===== src/rtl/spq_pkg.sv =====
// Package for the stable priority queue: entry and command types, request codes, defaults.
package spq_pkg;

    localparam int DEPTH_DEF = 128;
    localparam int STAMP_W = 16;
    localparam int CUST_W = 8;
    localparam int PRIO_W = 8;
    localparam int LIMIT_W = 8;
    localparam int COUNT_OUT_W = 8;
    localparam logic [LIMIT_W-1:0] LIMIT_RESET = 8'd128;

    typedef enum logic [1:0] {
        REQ_ADD     = 2'd0,
        REQ_EXTRACT = 2'd1,
        REQ_CLEAR   = 2'd2,
        REQ_NOP     = 2'd3
    } req_t;

    typedef struct packed {
        logic [STAMP_W-1:0] stamp;
        logic [CUST_W-1:0]  cust;
        logic [PRIO_W-1:0]  prio;
    } entry_t;

    // Broadcast to every cell of the chain, at most one of ins/ext/clr set.
    typedef struct packed {
        logic   ins;
        logic   ext;
        logic   clr;
        entry_t entry;
    } cell_cmd_t;

endpackage


===== src/rtl/spq_cell.sv =====
// One slot of the sorted chain: holds an entry, inserts, shifts down, shifts up or clears.
module spq_cell
(
    input  logic               clk,
    input  logic               rst_n,
    input  spq_pkg::cell_cmd_t cmd,
    input  spq_pkg::entry_t    prev_entry,
    input  logic               prev_valid,
    input  logic               prev_keep,
    input  spq_pkg::entry_t    next_entry,
    input  logic               next_valid,
    output spq_pkg::entry_t    entry,
    output logic               valid,
    output logic               keep
);

    spq_pkg::entry_t entry_reg;
    spq_pkg::entry_t entry_next;
    logic            valid_reg;
    logic            valid_next;

    // Ties stay ahead of the new entry, which keeps equal priorities in age order.
    assign keep = valid_reg && (entry_reg.prio >= cmd.entry.prio);

    always_comb
    begin
        entry_next = entry_reg;
        valid_next = valid_reg;
        if (cmd.clr)
        begin
            valid_next = 1'b0;
        end
        else if (cmd.ins)
        begin
            if (!keep)
            begin
                if (prev_keep)
                begin
                    entry_next = cmd.entry;
                    valid_next = 1'b1;
                end
                else
                begin
                    entry_next = prev_entry;
                    valid_next = prev_valid;
                end
            end
        end
        else if (cmd.ext)
        begin
            entry_next = next_entry;
            valid_next = next_valid;
        end
    end

    always_ff @(posedge clk or negedge rst_n)
    begin
        if (!rst_n)
        begin
            valid_reg <= 1'b0;
        end
        else
        begin
            valid_reg <= valid_next;
        end
    end

    always_ff @(posedge clk)
    begin
        entry_reg <= entry_next;
    end

    assign entry = entry_reg;
    assign valid = valid_reg;

endmodule


===== config.mk =====
export PLATFORM = sky130hd
export DESIGN_NAME = spq_cell
export DESIGN_NICKNAME = d
export VERILOG_FILES = /design/src/rtl/spq_pkg.sv /design/src/rtl/spq_cell.sv
export SDC_FILE = /design/constraint.sdc
export NUM_CORES = 1
export LEC_CHECK = 0
export BUFFER_PORTS_ARGS = -buffer_cell sky130_fd_sc_hd__buf_2
export CORE_ASPECT_RATIO = 1.75
export CORE_UTILIZATION = 44
export CTS_CLUSTER_DIAMETER = 60
export DETAILED_ROUTE_END_ITERATION = 12
export HOLD_SLACK_MARGIN = 0.02
export PLACE_DENSITY = 0.89
export RECOVER_POWER = 25
export SETUP_SLACK_MARGIN = 0.02
export SYNTH_ARGS = -nofsm -noshare
export SYNTH_HDL_FRONTEND = slang
export SYNTH_SLANG_ARGS = --single-unit

===== constraint.sdc =====
create_clock -name clk -period 9.6 [get_ports clk]
set_input_delay 0.96 -clock clk [delete_from_list [all_inputs] [get_ports clk]]
set_output_delay 0.96 -clock clk [all_outputs]
set_load 0.005 [all_outputs]

==> results of run 1 <==
==> how the worst min path moves through the flow <==
stage | start | depth (start not counted) | endpoint | slack (ps)
after detailed placement | rst_n | 1 | valid | 740
after floorplan | rst_n | 0 | valid | 660
after CTS | rst_n | 1 | valid | 440
after global placement | rst_n | 1 | valid | 740
final | rst_n | 1 | valid | 440
after global routing | rst_n | 1 | valid | 430
==> through the flow <==
step | setup WS (ps) | power (mW) | util, % | hold WS (ps)
final | 6310 | 0.402 | 65.9 | 444
after detailed placement | 6310 | 0.255 | 63.3 | 739
after global placement | 6340 | 0.251 | 63.3 | 736
after floorplan | 4700 | 0.215 | - | 664
after CTS | 6310 | 0.408 | 66.5 | 437
after global routing | 6290 | 0.420 | 65.9 | 431
==> cells by family (layout without fill, tap and decap cells) <==
logic type / Yosys count / count (layout)
mux: 33 / 33
fa+ha+maj: 8 / 8
compound gates: 41 / 41
buf+inv: 21 / 156
simple gates: 36 / 36
flops: 33 / 33
==> Yosys cell counts <==
library cell	count
buf_2	3
a21o_1	1
a21oi_1	33
o31ai_1	1
a221o_1	1
and3_4	1
dfrtp_1	1
o41a_1	1
o21ai_0	2
nor2_1	33
clkbuf_1	6
a22o_1	1
buf_1	2
nor3b_1	1
ha_1	8
inv_1	10
mux2i_1	33
o2111a_1	1
edfxtp_1	32
nand3_1	1
==> critical path: stages <==
cell and delay, ps:
buf_2 90, inv_1 40, ha_1 310, and3_4 180
a221o_1 340, a22o_1 260, buf_2 160
==> metal layers <==
metal / wire length, um / vias to the layer above / share of wire, % / GRT usage (%)
met1: 1680 / 800 / 34 / 17.8
met4: 161 / 0 / 3.3 / 11.1
met3: 272 / 13 / 5.5 / 5.50
met5: 0 / - / 0 / 0
li1: - / 895 / - / -
met2: 2840 / 72 / 57 / 43.4
==> power breakdown <==
group          internal (mW)  switching, mW
Combinational         0.0368         0.0369
Sequential             0.173        0.00371
Clock                  0.103         0.0491
==> layout make-up <==
| cell class | count | share of cell area, % |
|---|---|---|
| Inverter | 10 | 1.39 |
| Multi-Input combinational cell | 118 | 30.4 |
| Timing Repair Buffer | 138 | 24.7 |
| Clock inverter | 3 | 2.40 |
| Tap cell | 49 | 2.26 |
| Sequential cell | 33 | 36.4 |
| Clock buffer | 5 | 2.54 |
==> impl_metrics.yaml, run 1 <==
sta:
  maxSlewViolCount: 0
  max_slew.worst_pin.slew_ps: 1010
  skew_ps: 3.34
  setup-violations-final: 0
  tns_ps: 0
  rsz0062_at_grt: "no"
  final-hold-violation-count: 0
  period_share_pct: 34.3
  fin_crit_ps: 3290
  relSlewSlack_pct: 32.4
  fmax_mhz: 304
logic_synthesis:
  yosys_warnings: 0
  yosys.area_share.simple_pct: 7.86
  synth_top_cell_by_area: "edfxtp_1"
  synth_seq_cells: 33
  synth_fa_ha_area_share_pct: 5.33
  synth.top_cell.area_share_pct: 51.2
  synth-seq-area-share_pct: 52.5
  syn_inst: 172
  ys_types: 20
  netlist_area_mm2: 0.00188
  synthesis.nets: 284
  synth_mux_area_share_pct: 17.6
  synth_compound_area_share_pct: 12.3
  synth-xor-area-share_pct: 0
  synth.avg_cell_area_um2: 10.9
  yosys-top-cells-area: "edfxtp_1, mux2i_1, a21oi_1"
  synth_top_family_by_area: "multiplexers"
layout:
  fin_area_mm2: 0.00271
  n_fill_cell: 367
  layout.nets: 418
  num_antenna_cells: 0
  drive_above_1_share_pct: 41.7
  fin_cells: 356
  multi_input_area_um2: 823
  seq_area_um2: 986
  final_cell_mix: "buf_2, mux2i_1, nor2_1, a21oi_1, edfxtp_1"
  area_delta_synth_final_pct: 44.3
  largest_register_ffs: 32
  final_common_cell: "buf_2"
setup_path:
  timing.rr.end: "entry[17]"
  critPathLaunch: "cmd[7]"
  r2r_cells: 6
  crit_path_start_kind: "primary input"
  crit_path_max_fanout: 3
  worstPathArrival_ps: 2330
  criticalPathCategory: "in2out"
  r2r_start: "entry[7]"
  endpoint: "keep"
  regToRegSetupSlack_ps: 7150
  worstSetupEndpointType: "output port"
  required_ps: 8640
clock_network:
  ctsHoldBuffers: 0
  cts_resized: 0
  clock_path_buffers: 2
  postCtsSetupRepairBufs: 0
  cts_inserted_buffers: 5
  clock_sinks: 33
  clkLatencyLatePin_ps: 280
  clk_transition_reported_paths_ps: 70
  cts_tree: "yes"
  htreeDepth: 2
  cts-root-buf: "clkbuf_8"
placed_design:
  placed_cells: 348
  port-buffer-count: 137
  hpwl_mm: 3.88
  globalplace.congestion: 0.831
  place_area_mm2: 0.00260
routing:
  via_per_inst: 5.00
  ant_nets: 0
  drt_iter0_drc: 42
  routed_wl_mm: 4.95
  first_pass_iters: 5
  vias: 1780
  route.detailed.drc: 0
  wl_per_cell_um: 13.9
floorplan:
  die_h_um: 88.4
  start_util_pct: 45.7
  io_pins: 138
  dieArea_mm2: 0.00454
  die_x_um: 51.4
  placementRows: 31
  coreArea_mm2: 0.00411
status:
  outcome: "completed"
global_routing:
  grt-ovfl-total: 0
  antenna_found_initial: 0
  grt_pass1_vias: 1628
  grt_pass1_wl_mm: 6.97
  grt_max_degree: 66
  grtUsageTotal_pct: 21.5
pwr:
  p_leak_nw: 1.33
  p_per_area_mw_per_mm2: 148
  vdd_drop_max_mv: 0.130
hold_path:
  min_path_type: "in2async"
flow_run:
  max_cap_violations: 0
(Power assumes the default switching activity.)
==> run 2, diff against run 1 <==
--- a/config.mk
+++ b/config.mk
@@ -7,11 +7,11 @@
 export LEC_CHECK = 0
 export BUFFER_PORTS_ARGS = -buffer_cell sky130_fd_sc_hd__buf_2
 export CORE_ASPECT_RATIO = 1.75
-export CORE_UTILIZATION = 44
+export CORE_UTILIZATION = 41
 export CTS_CLUSTER_DIAMETER = 60
 export DETAILED_ROUTE_END_ITERATION = 12
 export HOLD_SLACK_MARGIN = 0.02
-export PLACE_DENSITY = 0.89
+export PLACE_DENSITY = 0.84
 export RECOVER_POWER = 25
 export SETUP_SLACK_MARGIN = 0.02
 export SYNTH_ARGS = -nofsm -noshare
==> constraint.sdc (replaced) <==
create_clock -name clk -period 3.2 [get_ports clk]
set_input_delay 0.32 -clock clk [delete_from_list [all_inputs] [get_ports clk]]
set_output_delay 0.32 -clock clk [all_outputs]
set_load 0.005 [all_outputs]
==> impl_metrics.yaml, run 2 (synthesis results as in run 1) <==
clock_network:
  clkLatencyLatePin_ps: 280
  clock_sinks: 33
  clk_transition_reported_paths_ps: 70
  cts_tree: "yes"
  clock_path_buffers: 2
  htreeDepth: 2
  cts-root-buf: "clkbuf_8"
  cts_inserted_buffers: 5
  cts_resized: 0
sta:
  period_share_pct: 76.0
  rsz0062_at_grt: "no"
  setup-violations-final: 0
  fin_crit_ps: 2430
  tns_ps: 0
  fmax_mhz: 411
  max_slew.worst_pin.slew_ps: 981
  maxSlewViolCount: 0
  final-hold-violation-count: 0
  fin_ws_ps: 768
  skew_ps: 1.94
  relSlewSlack_pct: 34.6
layout:
  final_common_cell: "buf_2"
  drive_above_1_share_pct: 41.1
  largest_register_ffs: 32
  num_antenna_cells: 0
  layout.nets: 420
  multi_input_area_um2: 823
  fin_cells: 360
  seq_area_um2: 986
  n_fill_cell: 404
  final_cell_mix: "buf_2, mux2i_1, nor2_1, a21oi_1, edfxtp_1"
  area_delta_synth_final_pct: 42.7
setup_path:
  regToRegSetupSlack_ps: 770
  crit_path_max_fanout: 32
  r2r_cells: 6
  criticalPathCategory: "reg2reg"
  worstPathArrival_ps: 2370
  cp_num_buf_inv: 1
  worstSetupEndpointType: "flip-flop"
  crit_path_cell_trace: "ha_1, and3_4, a221o_1, a22o_1, o31ai_4, buf_4"
  required_ps: 3140
  cpPeakStageDelay_ps: 410
  r2r_start: "entry[5]"
  cp_top_family: "compound AO/OA/AOI/OAI gates"
  timing.rr.end: "entry[6]"
  crit_path_start_kind: "flip-flop"
  cp_slowest_cell: "edfxtp_1"
status:
  outcome: "completed"
pwr:
  p_clk_share_pct: 28.5
  combPwrFrac_pct: 21.2
  switchingPower_mw: 0.272
  p_leak_nw: 1.31
  p_sw_share_pct: 25.9
  vdd_drop_max_mv: 0.361
  power.internal_mw: 0.779
  power_frac_seq_pct: 50.2
  p_per_area_mw_per_mm2: 392
placed_design:
  hpwl_mm: 3.76
  port-buffer-count: 137
  globalplace.congestion: 0.795
  placed_cells: 351
  preCtsSetupSlack_ps: 718
global_routing:
  antenna_found_initial: 0
  grt_pass1_wl_mm: 7.51
  grt_pass1_vias: 1730
  grtUsageTotal_pct: 21.4
  grt_max_degree: 65
  grt-ovfl-total: 0
hold_path:
  min_path_type: "in2reg"
  holdPathStages: 2
  min_delay_worst_endpoint: "valid"
  hp-start: "prev_valid"
floorplan:
  dieArea_mm2: 0.00487
  io_pins: 138
  start_util_pct: 42.6
  die_h_um: 91.5
  die_x_um: 53.2
  placementRows: 32
  coreArea_mm2: 0.00440
routing:
  routed_wl_mm: 4.88
  first_pass_iters: 4
  route.detailed.drc: 0
  wl_per_cell_um: 13.6
  vias: 1814
  drt_iter0_drc: 30
  via_per_inst: 5.04
  ant_nets: 0
flow_run:
  max_cap_violations: 0
## run 2: changes by cell type in the layout (fill, tap and decap cells not counted)
cell / delta
clkbuf_1: +2
buf_2: -2
buf_4: +1
clkinv_2: +1
bufinv_16: -2
clkinvlp_4: +1
dlygate4sd3_1: +1
## run 2: area by class of cell
type,instances,share of cell area [%]
Sequential cell,33,36.8
Multi-Input combinational cell,118,30.7
Timing Repair Buffer,140,25.5
Clock buffer,5,2.57
Tap cell,51,2.38
Inverter,10,1.40
Clock inverter,3,0.654
## run 2: worst max path at each step
stage,to,cells past startpoint,slack [ps],start
2_1_floorplan,entry[0],5,480,entry[7]
3_3_place_gp,entry[17],8,760,cmd[7]
3_5_place_dp,entry[17],8,720,cmd[7]
4_1_cts,entry[17],6,770,entry[5]
5_1_grt,entry[0],6,660,entry[7]
6_report,entry[6],6,770,entry[5]
## run 2: what timing repair did
| action | CTS | global route |
|---|---|---|
| setup buffers | 0 | 0 |
| hold endpoints to repair | 1 | 0 |
| hold buffers | 1 | 0 |
## run 2: layer usage
metal | up-vias | wire (um) | global-route usage (%)
li1 | 903 | - | -
met1 | 817 | 1710 | 19.3
met2 | 77 | 2780 | 40.1
met3 | 17 | 230 | 4.86
met4 | 0 | 165 | 12.3
met5 | - | 0 | 0
## run 2: metrics by stage
stage / hold slack (ps) / util [%] / power, mW / cell area (um2)
6_report: 316 / 60.9 / 1.05 / 2680
5_1_grt: 322 / 60.9 / 1.11 / 2680
4_1_cts: 309 / 61.5 / 1.07 / 2710
3_5_place_dp: 101 / 59.3 / 0.764 / 2610
3_3_place_gp: 96.5 / 59.3 / 0.753 / 2610
2_1_floorplan: 24.4 / - / 0.645 / 1890
## run 2: power groups by stage
stage	clock [mW]	combinational, mW	sequential, mW
6_report	0.300	0.223	0.528
5_1_grt	0.334	0.249	0.531
2_1_floorplan	0	0.104	0.541
3_5_place_dp	0	0.227	0.537
3_3_place_gp	0	0.219	0.535
4_1_cts	0.308	0.230	0.528
